--- config.mk ---
export PLATFORM = sky130hd
export DESIGN_NAME = min_manhattan_facility_select_flat
export DESIGN_NICKNAME = d
export VERILOG_FILES = /design/src/rtl/mmfs_pkg.sv /design/src/rtl/mmfs_if.sv /design/src/rtl/mmfs_ram.sv /design/src/rtl/mmfs_cost.sv /design/src/rtl/min_manhattan_facility_select.sv /design/src/flat_wrapper.sv
export SDC_FILE = /design/constraint.sdc
export NUM_CORES = 2
export LEC_CHECK = 0
export BUFFER_PORTS_ARGS = -buffer_cell sky130_fd_sc_hd__buf_2
export CAP_MARGIN = 15
export CORE_ASPECT_RATIO = 1.2
export CORE_MARGIN = 2
export CORE_UTILIZATION = 30
export DETAILED_ROUTE_END_ITERATION = 6
export PLACE_DENSITY = 0.52
export SLEW_MARGIN = 20
export SYNTH_ARGS = -nofsm -noshare
export SYNTH_HDL_FRONTEND = slang
export SYNTH_SLANG_ARGS = --single-unit
--- constraint.sdc ---
create_clock -name i_clk -period 5.5 [get_ports i_clk]
set_input_delay 1.65 -clock i_clk [delete_from_list [all_inputs] [get_ports i_clk]]
set_output_delay 1.65 -clock i_clk [all_outputs]
set_load 0.05 [all_outputs]
--- src/rtl/mmfs_pkg.sv ---
`timescale 1ns / 1ps

package mmfs_pkg;

    // Field widths
    localparam int ACT_W    = 2;
    localparam int COORD_W  = 6;
    localparam int ENTRY_W  = 2 * COORD_W;
    localparam int DIST_W   = COORD_W + 1;
    localparam int TOTAL_W  = 14;
    localparam int SEL_W    = 5;

    // Store sizes used as parameter defaults
    localparam int DEF_MAX_HOUSES = 128;
    localparam int DEF_MAX_SHOPS  = 16;

    // Action codes
    localparam logic [ACT_W-1:0] ACT_HOUSE  = 2'd0;
    localparam logic [ACT_W-1:0] ACT_SHOP   = 2'd1;
    localparam logic [ACT_W-1:0] ACT_FINISH = 2'd2;

    localparam logic [SEL_W-1:0]   SEL_RESET = 5'd1;
    localparam logic [TOTAL_W-1:0] TOTAL_MAX = 14'd16383;

    typedef enum logic [2:0] {
        S_IDLE,
        S_HOUSE,
        S_DIST,
        S_ACC,
        S_CMP,
        S_FIND,
        S_FILL,
        S_DONE
    } t_state;

    // Controls from the sequencer to the cost unit
    typedef struct packed {
        logic best_init;
        logic sum_clear;
        logic dist_en;
        logic dist_first;
        logic acc_en;
        logic best_upd;
    } t_cost_ctl;

endpackage

--- src/rtl/mmfs_if.sv ---
`timescale 1ns / 1ps

interface mmfs_in_if;
    import mmfs_pkg::*;
    logic               valid;
    logic               ready;
    logic [ACT_W-1:0]   action;
    logic [COORD_W-1:0] row;
    logic [COORD_W-1:0] col;

    modport source (output valid, action, row, col, input ready);
    modport sink   (input valid, action, row, col, output ready);
endinterface

interface mmfs_out_if;
    import mmfs_pkg::*;
    logic               valid;
    logic               ready;
    logic [TOTAL_W-1:0] best_total;
    logic               no_solution;
    logic               overflow_seen;

    modport source (output valid, best_total, no_solution, overflow_seen, input ready);
    modport sink   (input valid, best_total, no_solution, overflow_seen, output ready);
endinterface

interface mmfs_cfg_if;
    import mmfs_pkg::*;
    logic             valid;
    logic             ready;
    logic [SEL_W-1:0] select_count;

    modport source (output valid, select_count, input ready);
    modport sink   (input valid, select_count, output ready);
endinterface

--- src/rtl/mmfs_ram.sv ---
`timescale 1ns / 1ps

module mmfs_ram #(
    parameter int DEPTH = 16,
    parameter int WIDTH = 12,
    parameter int AW    = (DEPTH > 1) ? $clog2(DEPTH) : 1
) (
    input  logic             i_clk,
    input  logic             i_we,
    input  logic [AW-1:0]    i_waddr,
    input  logic [WIDTH-1:0] i_wdata,
    input  logic [AW-1:0]    i_raddr,
    output logic [WIDTH-1:0] o_rdata
);

    logic [WIDTH-1:0] r_mem [DEPTH];
    logic [WIDTH-1:0] r_rdata;

    // Write port
    always_ff @(posedge i_clk) begin
        if (i_we) begin
            r_mem[i_waddr] <= i_wdata;
        end
    end

    // Registered read port
    always_ff @(posedge i_clk) begin
        r_rdata <= r_mem[i_raddr];
    end

    assign o_rdata = r_rdata;

endmodule

--- src/rtl/mmfs_cost.sv ---
`timescale 1ns / 1ps

module mmfs_cost (
    input  logic                              i_clk,
    input  mmfs_pkg::t_cost_ctl               i_ctl,
    input  logic [mmfs_pkg::ENTRY_W-1:0]      i_house,
    input  logic [mmfs_pkg::ENTRY_W-1:0]      i_shop,
    output logic [mmfs_pkg::TOTAL_W-1:0]      o_best
);
    import mmfs_pkg::*;

    logic [COORD_W-1:0] h_row, h_col, s_row, s_col;
    logic [COORD_W-1:0] d_row, d_col;
    logic [DIST_W-1:0]  hs_dist;
    logic [TOTAL_W:0]   sum_ext;
    logic [DIST_W-1:0]  r_dmin;
    logic [TOTAL_W-1:0] r_sum;
    logic [TOTAL_W-1:0] r_best;

    // Manhattan distance between the current house and shop
    assign h_row = i_house[ENTRY_W-1:COORD_W];
    assign h_col = i_house[COORD_W-1:0];
    assign s_row = i_shop[ENTRY_W-1:COORD_W];
    assign s_col = i_shop[COORD_W-1:0];
    assign d_row = (h_row > s_row) ? (h_row - s_row) : (s_row - h_row);
    assign d_col = (h_col > s_col) ? (h_col - s_col) : (s_col - h_col);
    assign hs_dist = DIST_W'(d_row) + DIST_W'(d_col);

    assign sum_ext = (TOTAL_W + 1)'(r_sum) + (TOTAL_W + 1)'(r_dmin);

    // Track nearest chosen shop for the current house
    always_ff @(posedge i_clk) begin
        if (i_ctl.dist_en) begin
            if (i_ctl.dist_first || (hs_dist < r_dmin)) begin
                r_dmin <= hs_dist;
            end
        end
    end

    // Accumulate the subset total, saturating
    always_ff @(posedge i_clk) begin
        if (i_ctl.sum_clear) begin
            r_sum <= '0;
        end else if (i_ctl.acc_en) begin
            if (sum_ext >= (TOTAL_W + 1)'(TOTAL_MAX)) begin
                r_sum <= TOTAL_MAX;
            end else begin
                r_sum <= sum_ext[TOTAL_W-1:0];
            end
        end
    end

    // Keep the smallest subset total
    always_ff @(posedge i_clk) begin
        if (i_ctl.best_init) begin
            r_best <= TOTAL_MAX;
        end else if (i_ctl.best_upd && (r_sum < r_best)) begin
            r_best <= r_sum;
        end
    end

    assign o_best = r_best;

endmodule

--- src/rtl/min_manhattan_facility_select.sv ---
`timescale 1ns / 1ps

// Exhaustive p-median facility choice on a 64x64 grid. Each add-house or
// add-shop transaction stores one coordinate pair, and the block is ready
// again on the next cycle. A finish transaction walks every combination of
// select_count shops among those loaded and, for each one, every house
// against every chosen shop through one shared distance/compare unit, one
// distance per cycle. A finish with too few shops, no houses or a zero
// selection skips the walk. The result (smallest total, saturated at 16383)
// sits in an output register; loads are taken while it waits, and the
// stores and overflow flag are cleared as it is issued. Loads into a full
// store are dropped and reported in the next result. The user must write
// select_count only while idle; the block does not enforce it.
module min_manhattan_facility_select #(
    parameter int MAX_HOUSES = mmfs_pkg::DEF_MAX_HOUSES,
    parameter int MAX_SHOPS  = mmfs_pkg::DEF_MAX_SHOPS
) (
    input  logic              i_clk,
    input  logic              i_rst_n,
    mmfs_in_if.sink           i_in,
    mmfs_cfg_if.sink          i_cfg,
    mmfs_out_if.source        o_out
);
    import mmfs_pkg::*;

    localparam int HW  = (MAX_HOUSES > 1) ? $clog2(MAX_HOUSES) : 1;
    localparam int HCW = $clog2(MAX_HOUSES + 1);
    localparam int SW  = (MAX_SHOPS > 1) ? $clog2(MAX_SHOPS) : 1;
    localparam int CW  = $clog2(MAX_SHOPS + 1);
    localparam int XW  = (CW > SEL_W) ? CW : SEL_W;

    t_state r_state, n_state;

    logic [SEL_W-1:0]   r_sel;
    logic [HCW-1:0]     r_hcnt;
    logic [CW-1:0]      r_scnt;
    logic               r_ovf;
    logic [SW-1:0]      r_chosen [MAX_SHOPS];
    logic [HW-1:0]      r_h;
    logic [SW-1:0]      r_j;
    logic [SW-1:0]      r_i;
    logic [SW-1:0]      r_k;
    logic [SW-1:0]      r_val;
    logic               r_fix;
    logic [TOTAL_W-1:0] r_fix_val;
    logic               r_nosol;
    logic               r_ovalid;
    logic [TOTAL_W-1:0] r_obest;
    logic               r_onosol;
    logic               r_oovf;

    logic               in_acc;
    logic               in_ready;
    logic               fin_acc;
    logic               house_room;
    logic               shop_room;
    logic               house_we;
    logic               shop_we;
    logic [XW-1:0]      m_x;
    logic [XW-1:0]      n_x;
    logic               nosol_now;
    logic               go_enum;
    logic               last_j;
    logic               last_h;
    logic               last_k;
    logic [XW-1:0]      lim;
    logic               can_adv;
    logic               out_free;
    logic               out_load;
    logic [SW-1:0]      shop_rd_idx;
    logic [ENTRY_W-1:0] house_q;
    logic [ENTRY_W-1:0] shop_q;
    logic [TOTAL_W-1:0] cost_best;
    t_cost_ctl          cost_ctl;

    // Transaction and status decode
    assign in_acc     = i_in.valid && in_ready;
    assign fin_acc    = in_acc && (i_in.action == ACT_FINISH);
    assign house_room = r_hcnt < HCW'(MAX_HOUSES);
    assign shop_room  = r_scnt < CW'(MAX_SHOPS);
    assign house_we   = in_acc && (i_in.action == ACT_HOUSE) && house_room;
    assign shop_we    = in_acc && (i_in.action == ACT_SHOP) && shop_room;
    assign m_x        = XW'(r_sel);
    assign n_x        = XW'(r_scnt);
    assign nosol_now  = m_x > n_x;
    assign go_enum    = !nosol_now && (r_hcnt != '0) && (r_sel != '0);
    assign last_j     = (XW'(r_j) + XW'(1)) == m_x;
    assign last_h     = (HCW'(r_h) + HCW'(1)) == r_hcnt;
    assign last_k     = (XW'(r_k) + XW'(1)) == m_x;
    assign lim        = (n_x - m_x) + XW'(r_i);
    assign can_adv    = XW'(r_chosen[r_i]) < lim;
    assign out_free   = !r_ovalid || o_out.ready;

    // Next state
    always_comb begin
        n_state = r_state;
        unique case (r_state)
            S_IDLE: begin
                if (fin_acc) begin
                    n_state = go_enum ? S_HOUSE : S_DONE;
                end
            end
            S_HOUSE: n_state = S_DIST;
            S_DIST: begin
                if (last_j) begin
                    n_state = S_ACC;
                end
            end
            S_ACC: n_state = last_h ? S_CMP : S_HOUSE;
            S_CMP: n_state = S_FIND;
            S_FIND: begin
                if (can_adv) begin
                    n_state = S_FILL;
                end else if (r_i == '0) begin
                    n_state = S_DONE;
                end
            end
            S_FILL: begin
                if (last_k) begin
                    n_state = S_HOUSE;
                end
            end
            S_DONE: begin
                if (out_free) begin
                    n_state = S_IDLE;
                end
            end
            default: n_state = S_IDLE;
        endcase
    end

    // State outputs
    always_comb begin
        in_ready    = 1'b0;
        out_load    = 1'b0;
        shop_rd_idx = r_j + SW'(1);
        cost_ctl    = '0;
        unique case (r_state)
            S_IDLE: begin
                in_ready           = 1'b1;
                cost_ctl.best_init = fin_acc && go_enum;
                cost_ctl.sum_clear = fin_acc && go_enum;
            end
            S_HOUSE: shop_rd_idx = '0;
            S_DIST: begin
                cost_ctl.dist_en    = 1'b1;
                cost_ctl.dist_first = (r_j == '0);
            end
            S_ACC: cost_ctl.acc_en = 1'b1;
            S_CMP: begin
                cost_ctl.best_upd  = 1'b1;
                cost_ctl.sum_clear = 1'b1;
            end
            S_DONE: out_load = out_free;
            default: ;
        endcase
    end

    // Sequencer registers, counts and configuration
    always_ff @(posedge i_clk) begin
        if (!i_rst_n) begin
            r_state  <= S_IDLE;
            r_sel    <= SEL_RESET;
            r_hcnt   <= '0;
            r_scnt   <= '0;
            r_ovf    <= 1'b0;
            r_h      <= '0;
            r_j      <= '0;
            r_i      <= '0;
            r_k      <= '0;
            r_val    <= '0;
            r_ovalid <= 1'b0;
            for (int s = 0; s < MAX_SHOPS; s++) begin
                r_chosen[s] <= '0;
            end
        end else begin
            r_state <= n_state;
            if (i_cfg.valid) begin
                r_sel <= i_cfg.select_count;
            end

            // Load stores, flag drops
            if (house_we) begin
                r_hcnt <= r_hcnt + HCW'(1);
            end
            if (shop_we) begin
                r_scnt <= r_scnt + CW'(1);
            end
            if (in_acc && !house_room && (i_in.action == ACT_HOUSE)) begin
                r_ovf <= 1'b1;
            end
            if (in_acc && !shop_room && (i_in.action == ACT_SHOP)) begin
                r_ovf <= 1'b1;
            end

            // Walk houses, chosen shops and combinations
            unique case (r_state)
                S_IDLE: begin
                    if (fin_acc) begin
                        r_h <= '0;
                        for (int s = 0; s < MAX_SHOPS; s++) begin
                            r_chosen[s] <= SW'(s);
                        end
                    end
                end
                S_HOUSE: r_j <= '0;
                S_DIST: r_j <= r_j + SW'(1);
                S_ACC: begin
                    if (!last_h) begin
                        r_h <= r_h + HW'(1);
                    end
                end
                S_CMP: begin
                    r_h <= '0;
                    r_i <= SW'(m_x - XW'(1));
                end
                S_FIND: begin
                    if (can_adv) begin
                        r_val <= r_chosen[r_i] + SW'(1);
                        r_k   <= r_i;
                    end else begin
                        r_i <= r_i - SW'(1);
                    end
                end
                S_FILL: begin
                    r_chosen[r_k] <= r_val;
                    r_val         <= r_val + SW'(1);
                    r_k           <= r_k + SW'(1);
                end
                S_DONE: begin
                    if (out_free) begin
                        r_hcnt <= '0;
                        r_scnt <= '0;
                        r_ovf  <= 1'b0;
                    end
                end
                default: ;
            endcase

            // Hold the result until the sink takes it
            if (out_load) begin
                r_ovalid <= 1'b1;
            end else if (o_out.ready) begin
                r_ovalid <= 1'b0;
            end
        end
    end

    // Result payload
    always_ff @(posedge i_clk) begin
        if (fin_acc) begin
            r_fix     <= !go_enum;
            r_nosol   <= nosol_now;
            r_fix_val <= (nosol_now || (r_hcnt == '0)) ? '0 : TOTAL_MAX;
        end
        if (out_load) begin
            r_obest  <= r_fix ? r_fix_val : cost_best;
            r_onosol <= r_nosol;
            r_oovf   <= r_ovf;
        end
    end

    assign i_in.ready          = in_ready;
    assign i_cfg.ready         = 1'b1;
    assign o_out.valid         = r_ovalid;
    assign o_out.best_total    = r_obest;
    assign o_out.no_solution   = r_onosol;
    assign o_out.overflow_seen = r_oovf;

    mmfs_ram #(
        .DEPTH (MAX_HOUSES),
        .WIDTH (ENTRY_W)
    ) u_house_ram (
        .i_clk   (i_clk),
        .i_we    (house_we),
        .i_waddr (r_hcnt[HW-1:0]),
        .i_wdata ({i_in.row, i_in.col}),
        .i_raddr (r_h),
        .o_rdata (house_q)
    );

    mmfs_ram #(
        .DEPTH (MAX_SHOPS),
        .WIDTH (ENTRY_W)
    ) u_shop_ram (
        .i_clk   (i_clk),
        .i_we    (shop_we),
        .i_waddr (r_scnt[SW-1:0]),
        .i_wdata ({i_in.row, i_in.col}),
        .i_raddr (r_chosen[shop_rd_idx]),
        .o_rdata (shop_q)
    );

    mmfs_cost u_cost (
        .i_clk   (i_clk),
        .i_ctl   (cost_ctl),
        .i_house (house_q),
        .i_shop  (shop_q),
        .o_best  (cost_best)
    );

endmodule
--- src/flat_wrapper.sv ---
// flat-port wrapper written by rule: the top's interface ports become plain ports
module min_manhattan_facility_select_flat import mmfs_pkg::*;
#(
    parameter int MAX_HOUSES = mmfs_pkg::DEF_MAX_HOUSES,
    parameter int MAX_SHOPS  = mmfs_pkg::DEF_MAX_SHOPS
)
  (i_clk, i_rst_n, i_in_valid, i_in_action, i_in_row, i_in_col, i_in_ready, i_cfg_valid, i_cfg_select_count, i_cfg_ready, o_out_valid, o_out_best_total, o_out_no_solution, o_out_overflow_seen, o_out_ready);
  mmfs_in_if i_in_i ();
  mmfs_cfg_if i_cfg_i ();
  mmfs_out_if o_out_i ();
  input  logic i_clk;
  input  logic i_rst_n;
  input wire logic [$bits(i_in_i.valid)-1:0] i_in_valid;
  input wire logic [$bits(i_in_i.action)-1:0] i_in_action;
  input wire logic [$bits(i_in_i.row)-1:0] i_in_row;
  input wire logic [$bits(i_in_i.col)-1:0] i_in_col;
  output wire logic [$bits(i_in_i.ready)-1:0] i_in_ready;
  input wire logic [$bits(i_cfg_i.valid)-1:0] i_cfg_valid;
  input wire logic [$bits(i_cfg_i.select_count)-1:0] i_cfg_select_count;
  output wire logic [$bits(i_cfg_i.ready)-1:0] i_cfg_ready;
  output wire logic [$bits(o_out_i.valid)-1:0] o_out_valid;
  output wire logic [$bits(o_out_i.best_total)-1:0] o_out_best_total;
  output wire logic [$bits(o_out_i.no_solution)-1:0] o_out_no_solution;
  output wire logic [$bits(o_out_i.overflow_seen)-1:0] o_out_overflow_seen;
  input wire logic [$bits(o_out_i.ready)-1:0] o_out_ready;
  assign i_in_i.valid = i_in_valid;
  assign i_in_i.action = i_in_action;
  assign i_in_i.row = i_in_row;
  assign i_in_i.col = i_in_col;
  assign i_in_ready = i_in_i.ready;
  assign i_cfg_i.valid = i_cfg_valid;
  assign i_cfg_i.select_count = i_cfg_select_count;
  assign i_cfg_ready = i_cfg_i.ready;
  assign o_out_valid = o_out_i.valid;
  assign o_out_best_total = o_out_i.best_total;
  assign o_out_no_solution = o_out_i.no_solution;
  assign o_out_overflow_seen = o_out_i.overflow_seen;
  assign o_out_i.ready = o_out_ready;
  min_manhattan_facility_select #(.MAX_HOUSES(MAX_HOUSES), .MAX_SHOPS(MAX_SHOPS)) u_core (.i_clk(i_clk), .i_rst_n(i_rst_n), .i_in(i_in_i), .i_cfg(i_cfg_i), .o_out(o_out_i));
endmodule
## Yosys cells after proc, flatten, opt, wreduce, memory -nomap -nowiden

Memories as Yosys holds them, arrays and structs flattened. A register that Yosys moved wholly into a read port is not among the register bits.
Index checks and enable logic that the tools add are counted.

| word-level totals | value |
|---|---|
| memories kept | 3 |
| bits in writable memories | 1792 |
| register bits after elaboration | 113 |

| cells by class | value |
|---|---|
| equal/unequal tests | 20 |
| muxes and demuxes | 77 |
| add/sub/neg operators | 20 |
| reduce and logical (&&, ||, !) cells | 40 |
| bitwise operators | 16 |
| order comparisons | 9 |

Memories:

| memory | words | bits a word | read ports | clocked after Yosys merged registers in | wr ports | line | RTL |
|---|---|---|---|---|---|---|---|
| u_core.u_house_ram.r_mem | 128 | 12 | 1 | 1 | 1 | mmfs_ram.sv:16 | `logic [WIDTH-1:0] r_mem [DEPTH];` |
| u_core.u_shop_ram.r_mem | 16 | 12 | 1 | 1 | 1 | mmfs_ram.sv:16 |  |
| u_core.r_chosen | 16 | 4 | 2 | 1 | 16 | min_manhattan_facility_select.sv:38 | `logic [SW-1:0] r_chosen [MAX_SHOPS];` |

Operator list:

| cell | count |
|---|---|
| 4-bit 2-to-1 mux | 24 |
| 14-bit 2-to-1 mux | 3 |
| 4-bit one-hot mux with 2 select lines | 4 |
| 1-bit 2-to-1 mux | 24 |
| 3-bit 2-to-1 mux | 8 |
| 8-bit 2-to-1 mux | 3 |
| 3-bit one-hot mux with 8 select lines | 1 |
| 6-bit subtractor | 4 |
| 7-bit one-hot mux with 3 select lines | 1 |
| 4-bit by 1-bit adder with 4-bit output (second input constant) | 4 |
| 1-bit bitwise OR | 16 |
| 14-bit by 7-bit adder with 15-bit output | 1 |
| 15-bit by 14-bit >= comparator with 1-bit output (second input constant) | 1 |
| 5-bit 2-to-1 mux | 3 |
| 1-bit logical AND | 14 |
| 14-bit < comparator | 1 |
| 7-bit 2-to-1 mux | 2 |
| 3-bit equality test (second input constant) | 4 |
| 6-bit > comparator | 2 |
| 6-bit 2-to-1 mux | 2 |
| 4-bit by 1-bit adder with 5-bit output (second input constant) | 2 |
| 5-bit equality test | 2 |
| 2-bit by 1-bit != test with 1-bit output (second input constant) | 5 |
| 7-bit by 1-bit adder with 8-bit output (second input constant) | 1 |
| other kinds (35) | 50 |

## Depth between registers and ports, before layout

| logic depth | value |
|---|---|
| depth after elaboration | 10 |
| gate-level depth with buffers | 22 |
| gate-level depth less buffers | 22 |

## Modules after synthesis

A second synthesis with hierarchy kept.

| unflattened totals | value |
|---|---|
| cells, all modules | 3896 |
| area total of the unflattened synthesis | 78012.3 um^2 |

Modules (own cells, without submodules):

| module | seq. area each (um^2) | cells each | instances | area an instance (um^2) |
|---|---|---|---|---|
| mmfs_ram (u_core.u_house_ram) | 46364.5 | 2362 | 1 | 59128.0 |
| min_manhattan_facility_select | 3493.4 | 815 | 1 | 7942.6 |
| mmfs_ram (u_core.u_shop_ram) | 6005.8 | 329 | 1 | 7599.8 |
| mmfs_cost | 770.7 | 390 | 1 | 3342.0 |

## Worst setup path after synthesis

Ideal clock, no wire load.

| timing path | value |
|---|---|
| path kind | register to register |
| start | reg u_core.u_house_ram.r_rdata[0], in the netlist u_core.u_house_ram.o_rdata[0], read port of u_core.u_house_ram.r_mem |
| end | reg u_core.u_cost.r_dmin[0] (enable) |
| buffers on the path | 0 |
| required time | 5.127 ns |
| data arrival time | 4.210 ns |
| cell stages (with the launch flop) | 23 |
| library setup time | 0.373 ns |
| path slack | 0.917 ns |
| cells stage by stage | dfxtp_1 > inv_1 > ha_1 > inv_1 > fa_1 > a21o_1 > a21oi_1 > o21ai_0 > o211ai_1 > mux2i_1 > a221o_1 > a21boi_0 > xnor2_1 > ha_1 > inv_1 > nor2_1 > nor2_1 > xnor2_1 > ha_1 > a21o_1 > a21o_1 > a21o_1 > a21oi_1 |

| between the ends | value |
|---|---|
| longest elaborated chain between the ends | 6 |
| elaborated cells on any way between the ends | 8 |
| classes of those cells | add/sub (3); order compare (2); mux (1); reduce/logical (2) |

RTL lines:

| element | line | RTL |
|---|---|---|
| start: declaration | mmfs_ram.sv:17 | `logic [WIDTH-1:0] r_rdata;` |
| 6-bit subtractor or 6-bit > comparator (tied branches) | mmfs_cost.sv:26 | `assign d_col = (h_col > s_col) ? (h_col - s_col) : (s_col - h_col);` |
| 6-bit 2-to-1 mux * | mmfs_cost.sv:26 |  |
| 6-bit by 6-bit adder with 7-bit output * | mmfs_cost.sv:27 | `assign hs_dist = DIST_W'(d_row) + DIST_W'(d_col);` |
| via u_core.u_cost.hs_dist[4] | mmfs_cost.sv:14 | `logic [DIST_W-1:0] hs_dist;` |
| 7-bit < comparator * | mmfs_cost.sv:34 | `if (i_ctl.dist_first \|\| (hs_dist < r_dmin)) begin` |
| 1-bit logical OR * | mmfs_cost.sv:34 |  |
| 2-bit AND reduction (no source line) * | -- |  |
| end signal: assignment | mmfs_cost.sv:35 | `r_dmin <= hs_dist;` |
| end: declaration | mmfs_cost.sv:16 | `logic [DIST_W-1:0] r_dmin;` |

The timed path passes the listed nets; every way through them passes the cells marked *.
A chain may end at the register's enable or synchronous reset.

## Worst setup path in the final report

| timing path | value |
|---|---|
| start | reg u_core.u_house_ram.r_rdata[0], in the netlist u_core.u_house_ram.o_rdata[0], read port of u_core.u_house_ram.r_mem |
| end | reg u_core.u_cost.r_dmin[6] (enable) |

Same word-level chain as after synthesis.

==> metrics <==
mux cell area share after synthesis=about 17%; final setup vio count=0; vias in the first global route=40075; setup repair bufs after CTS=0; Final Critical Period=roughly 4.9 ns; leading cell types by count after synthesis=edfxtp_1, mux4_2, nor2_1; Overall Global Routing Usage=14.7%; CP Capture Type=flip-flop; Crit Path Category=flip-flop to flip-flop; register bit total from synthesis=roughly 1900; final hold violations=0; Worst Skew=between 0.04 and 0.05 ns; area share of the largest cell type after synthesis=between 60% and 70%; reg2reg start=u_core.u_house_ram.o_rdata[0]; Synth Area in Adders=under 10%; CP max FO=9; placed insts=about 7500; clock transition at the registers of the reported paths=~0.06 ns; Fin Setup TNS=0 ns; Layout Cells excl Fill=about 7800; Detail Route Antenna Nets=0; Slew HR=between 30% and 40%; DIE AREA=~260000 µm²; Leak=27.9 nW; Post-synth EDFFs=between 1500 and 2000; Die H=around 560 µm; unrepaired setup endpoints after global routing=false; Synth Area in Simple Gates=between 3 and 4%; vias after detailed routing=39273; synth top area cells=edfxtp_1, mux4_2, dfxtp_1, ha_1, nor2_1; # rows=205; share of cells above drive strength 1=between 20% and 30%; vias per cell=between 5 and 6; # IOs=43; NumNets Final=roughly 4400; register area share after synthesis=about 72%; status=finished clean; overall power=about 0.037 W; syn nets=approximately 4100; Routed WL=197000 µm; clock buffer depth=3; ys flop type=edfxtp_1; total of cells resized after clock tree synthesis=0; Worst EP required=between 6 and 7 ns; Iteration-0 DRC Markers=~3300; Critical Path Source Type=flip-flop; Fmax achieved=~200 MHz; first-pass GRT wire length=approximately 290000 µm; period utilization=89.1%; Slew Limit Fails=0; Detailed Place HPWL=about 120000 µm; HP Start=u_core.r_nosol; post-synthesis compound-gate area fraction=under 10%; Die X=about 470 µm; Post-CTS Hold Fix Bufs=0; XOR/XNOR Fraction of Synth Area=less than 1%; ys async rst share=0%; CTS tree=yes; WL/cell=between 20 and 30 µm; Post-route DRC=0; CP startpoint=u_core.u_house_ram.o_rdata[0]; Worst EP arrival=~5.5 ns; GRT Residual Overflow=0; worst min-delay path class=flip-flop to flip-flop; Layout area overhead=14.8%; Mapped Cells=around 4000; final RePlAce weighted congestion=about 0.8; # clock sinks=1920; count leader, synth=edfxtp_1; cell taking the most area after synthesis=edfxtp_1; measured slew at the worst slew-check pin=between 1 and 1.5 ns; Core ar.=260000 µm²; total CTS buffers=slightly below 200; H-tree levels=4; synthesized cell area=roughly 78000 µm²; post-synth cell types=92; root buf cell=clkbuf_16; largest family of logic cells by synthesized area=multiplexers; YS warnings=0; Initial Util=a little under a third; IO Port Bufs=approximately 40; Pre-antenna DRT Iters=5; pin count of the biggest net entering global routing=between 100 and 150; number of max-cap violations=0; worst vdd ir=around 0.4 mV; Power Density=408 nW/µm²; initial antenna violation count=5; Synth Area per Inst=about 20 µm²; clk_lat worst skew=approximately 0.85 ns
-- routing by layer --
metal  GRT usage, %  share of wire, %
met1           20.0                44
met3           2.14               4.3
met4           3.29               1.9
met5              0                 0
met2           25.0                50
-- registers in the layout, summed over array words and instances (netlist names), 4 cells and up, named ones only --
| register | flops |
|---|---|
| u_core.r_i | 4 |
| u_core.r_k | 4 |
| u_core.r_h | 7 |
| u_core.u_house_ram.r_mem | 1536 |
| u_core.u_cost.r_dmin | 7 |
| u_core.r_val | 4 |
| u_core.u_shop_ram.o_rdata | 12 |
| u_core.u_shop_ram.r_mem | 192 |
| u_core.u_cost.o_best | 14 |
| u_core.r_j | 4 |
| u_core.u_house_ram.o_rdata | 12 |
| u_core.o_out.best_total | 14 |
| u_core.r_hcnt | 8 |
| u_core.r_chosen | 64 |
| u_core.u_cost.r_sum | 14 |
| u_core.n_x | 5 |
| u_core.m_x | 5 |
-- area by class of cell --
| type | instances | area, µm² |
|---|---|---|
| multi-input cells | 1773 | 20200 |
| diodes | 3 | 7.51 |
| repair buffers | 265 | 2130 |
| inverters | 102 | 385 |
| clock inverters | 89 | 793 |
| clock buffers | 267 | 5320 |
| well taps | 3415 | 4270 |
| flip-flops and latches | 1920 | 56700 |
| fillers | 24283 | 170000 |
-- per-stage QoR --
step	worst slack (ns)	hold WS (ns)	util, %	instance area (µm²)
after floorplan	0.917	0.400	-	78200
after detailed placement	0.622	0.408	32.2	83600
final	0.597	0.420	34.6	89800
after global routing	0.208	0.441	34.6	89700
after CTS	0.578	0.422	34.6	89700
after global placement	0.588	0.406	32.2	83600
-- cell usage in the layout (no fill, tap or decap), types with 24 or more instances in the layout --
master / n
xnor2_1: 32
nor2_1: 234
nand4_1: 24
clkbuf_16: 200
clkbuf_1: 61
buf_4: 212
dfxtp_1: 96
edfxtp_1: 1818
buf_2: 29
nor2b_1: 24
nor3_1: 43
a21oi_1: 59
clkinv_1: 43
inv_1: 96
ha_1: 82
mux2_2: 28
clkinv_2: 24
mux2i_1: 86
o21ai_0: 76
nand3_1: 50
a21o_1: 38
nand2_1: 150
mux4_2: 528
-- path summary, 6_finish.rpt --
path | slack [ns] | depth (start not counted) | endpoint
max reg2reg | 0.60 | 23 | u_core.u_cost.r_dmin[6]
min | 0.42 | 0 | u_core.o_out.no_solution
min reg2reg | 0.42 | 0 | u_core.o_out.no_solution
max | 0.60 | 23 | u_core.u_cost.r_dmin[6]
-- power breakdown --
part / leakage [nW] / switching, W / internal, W
Combinational: 7.71 / 0.00412 / 0.00307
Sequential: 17.3 / 0.000266 / 0.0164
Clock: 2.96 / 0.00559 / 0.00719
Total: 27.9 / 0.00998 / 0.0266
-- kinds of logic (layout without fill, tap and decap cells) --
group,count (synthesis),in the layout
flops,1920,1920
mux,643,643
simple gates,633,633
compound gates,353,353
buf+inv,332,723
fa+ha+maj,92,92
xor+xnor,51,51
other cells,1,4
-- worst max-delay path, cell delays in order, from the launching register on --
cell	delay (ns)
dfxtp_1	0.32
inv_1	0.06
ha_1	0.16
inv_1	0.06
fa_1	0.40
a21o_1	0.17
a21oi_1	0.20
o21ai_0	0.11
o211ai_1	0.41
mux2i_1	0.17
a221o_1	0.34
a21boi_0	0.24
xnor2_1	0.16
ha_1	0.28
inv_1	0.09
nor2_1	0.05
nor2_1	0.14
xnor2_1	0.16
ha_1	0.26
a21o_1	0.16
a21o_1	0.18
a21o_1	0.18
a21oi_1	0.13
buf_4	0.18
Power figures use the tool's default switching activity.
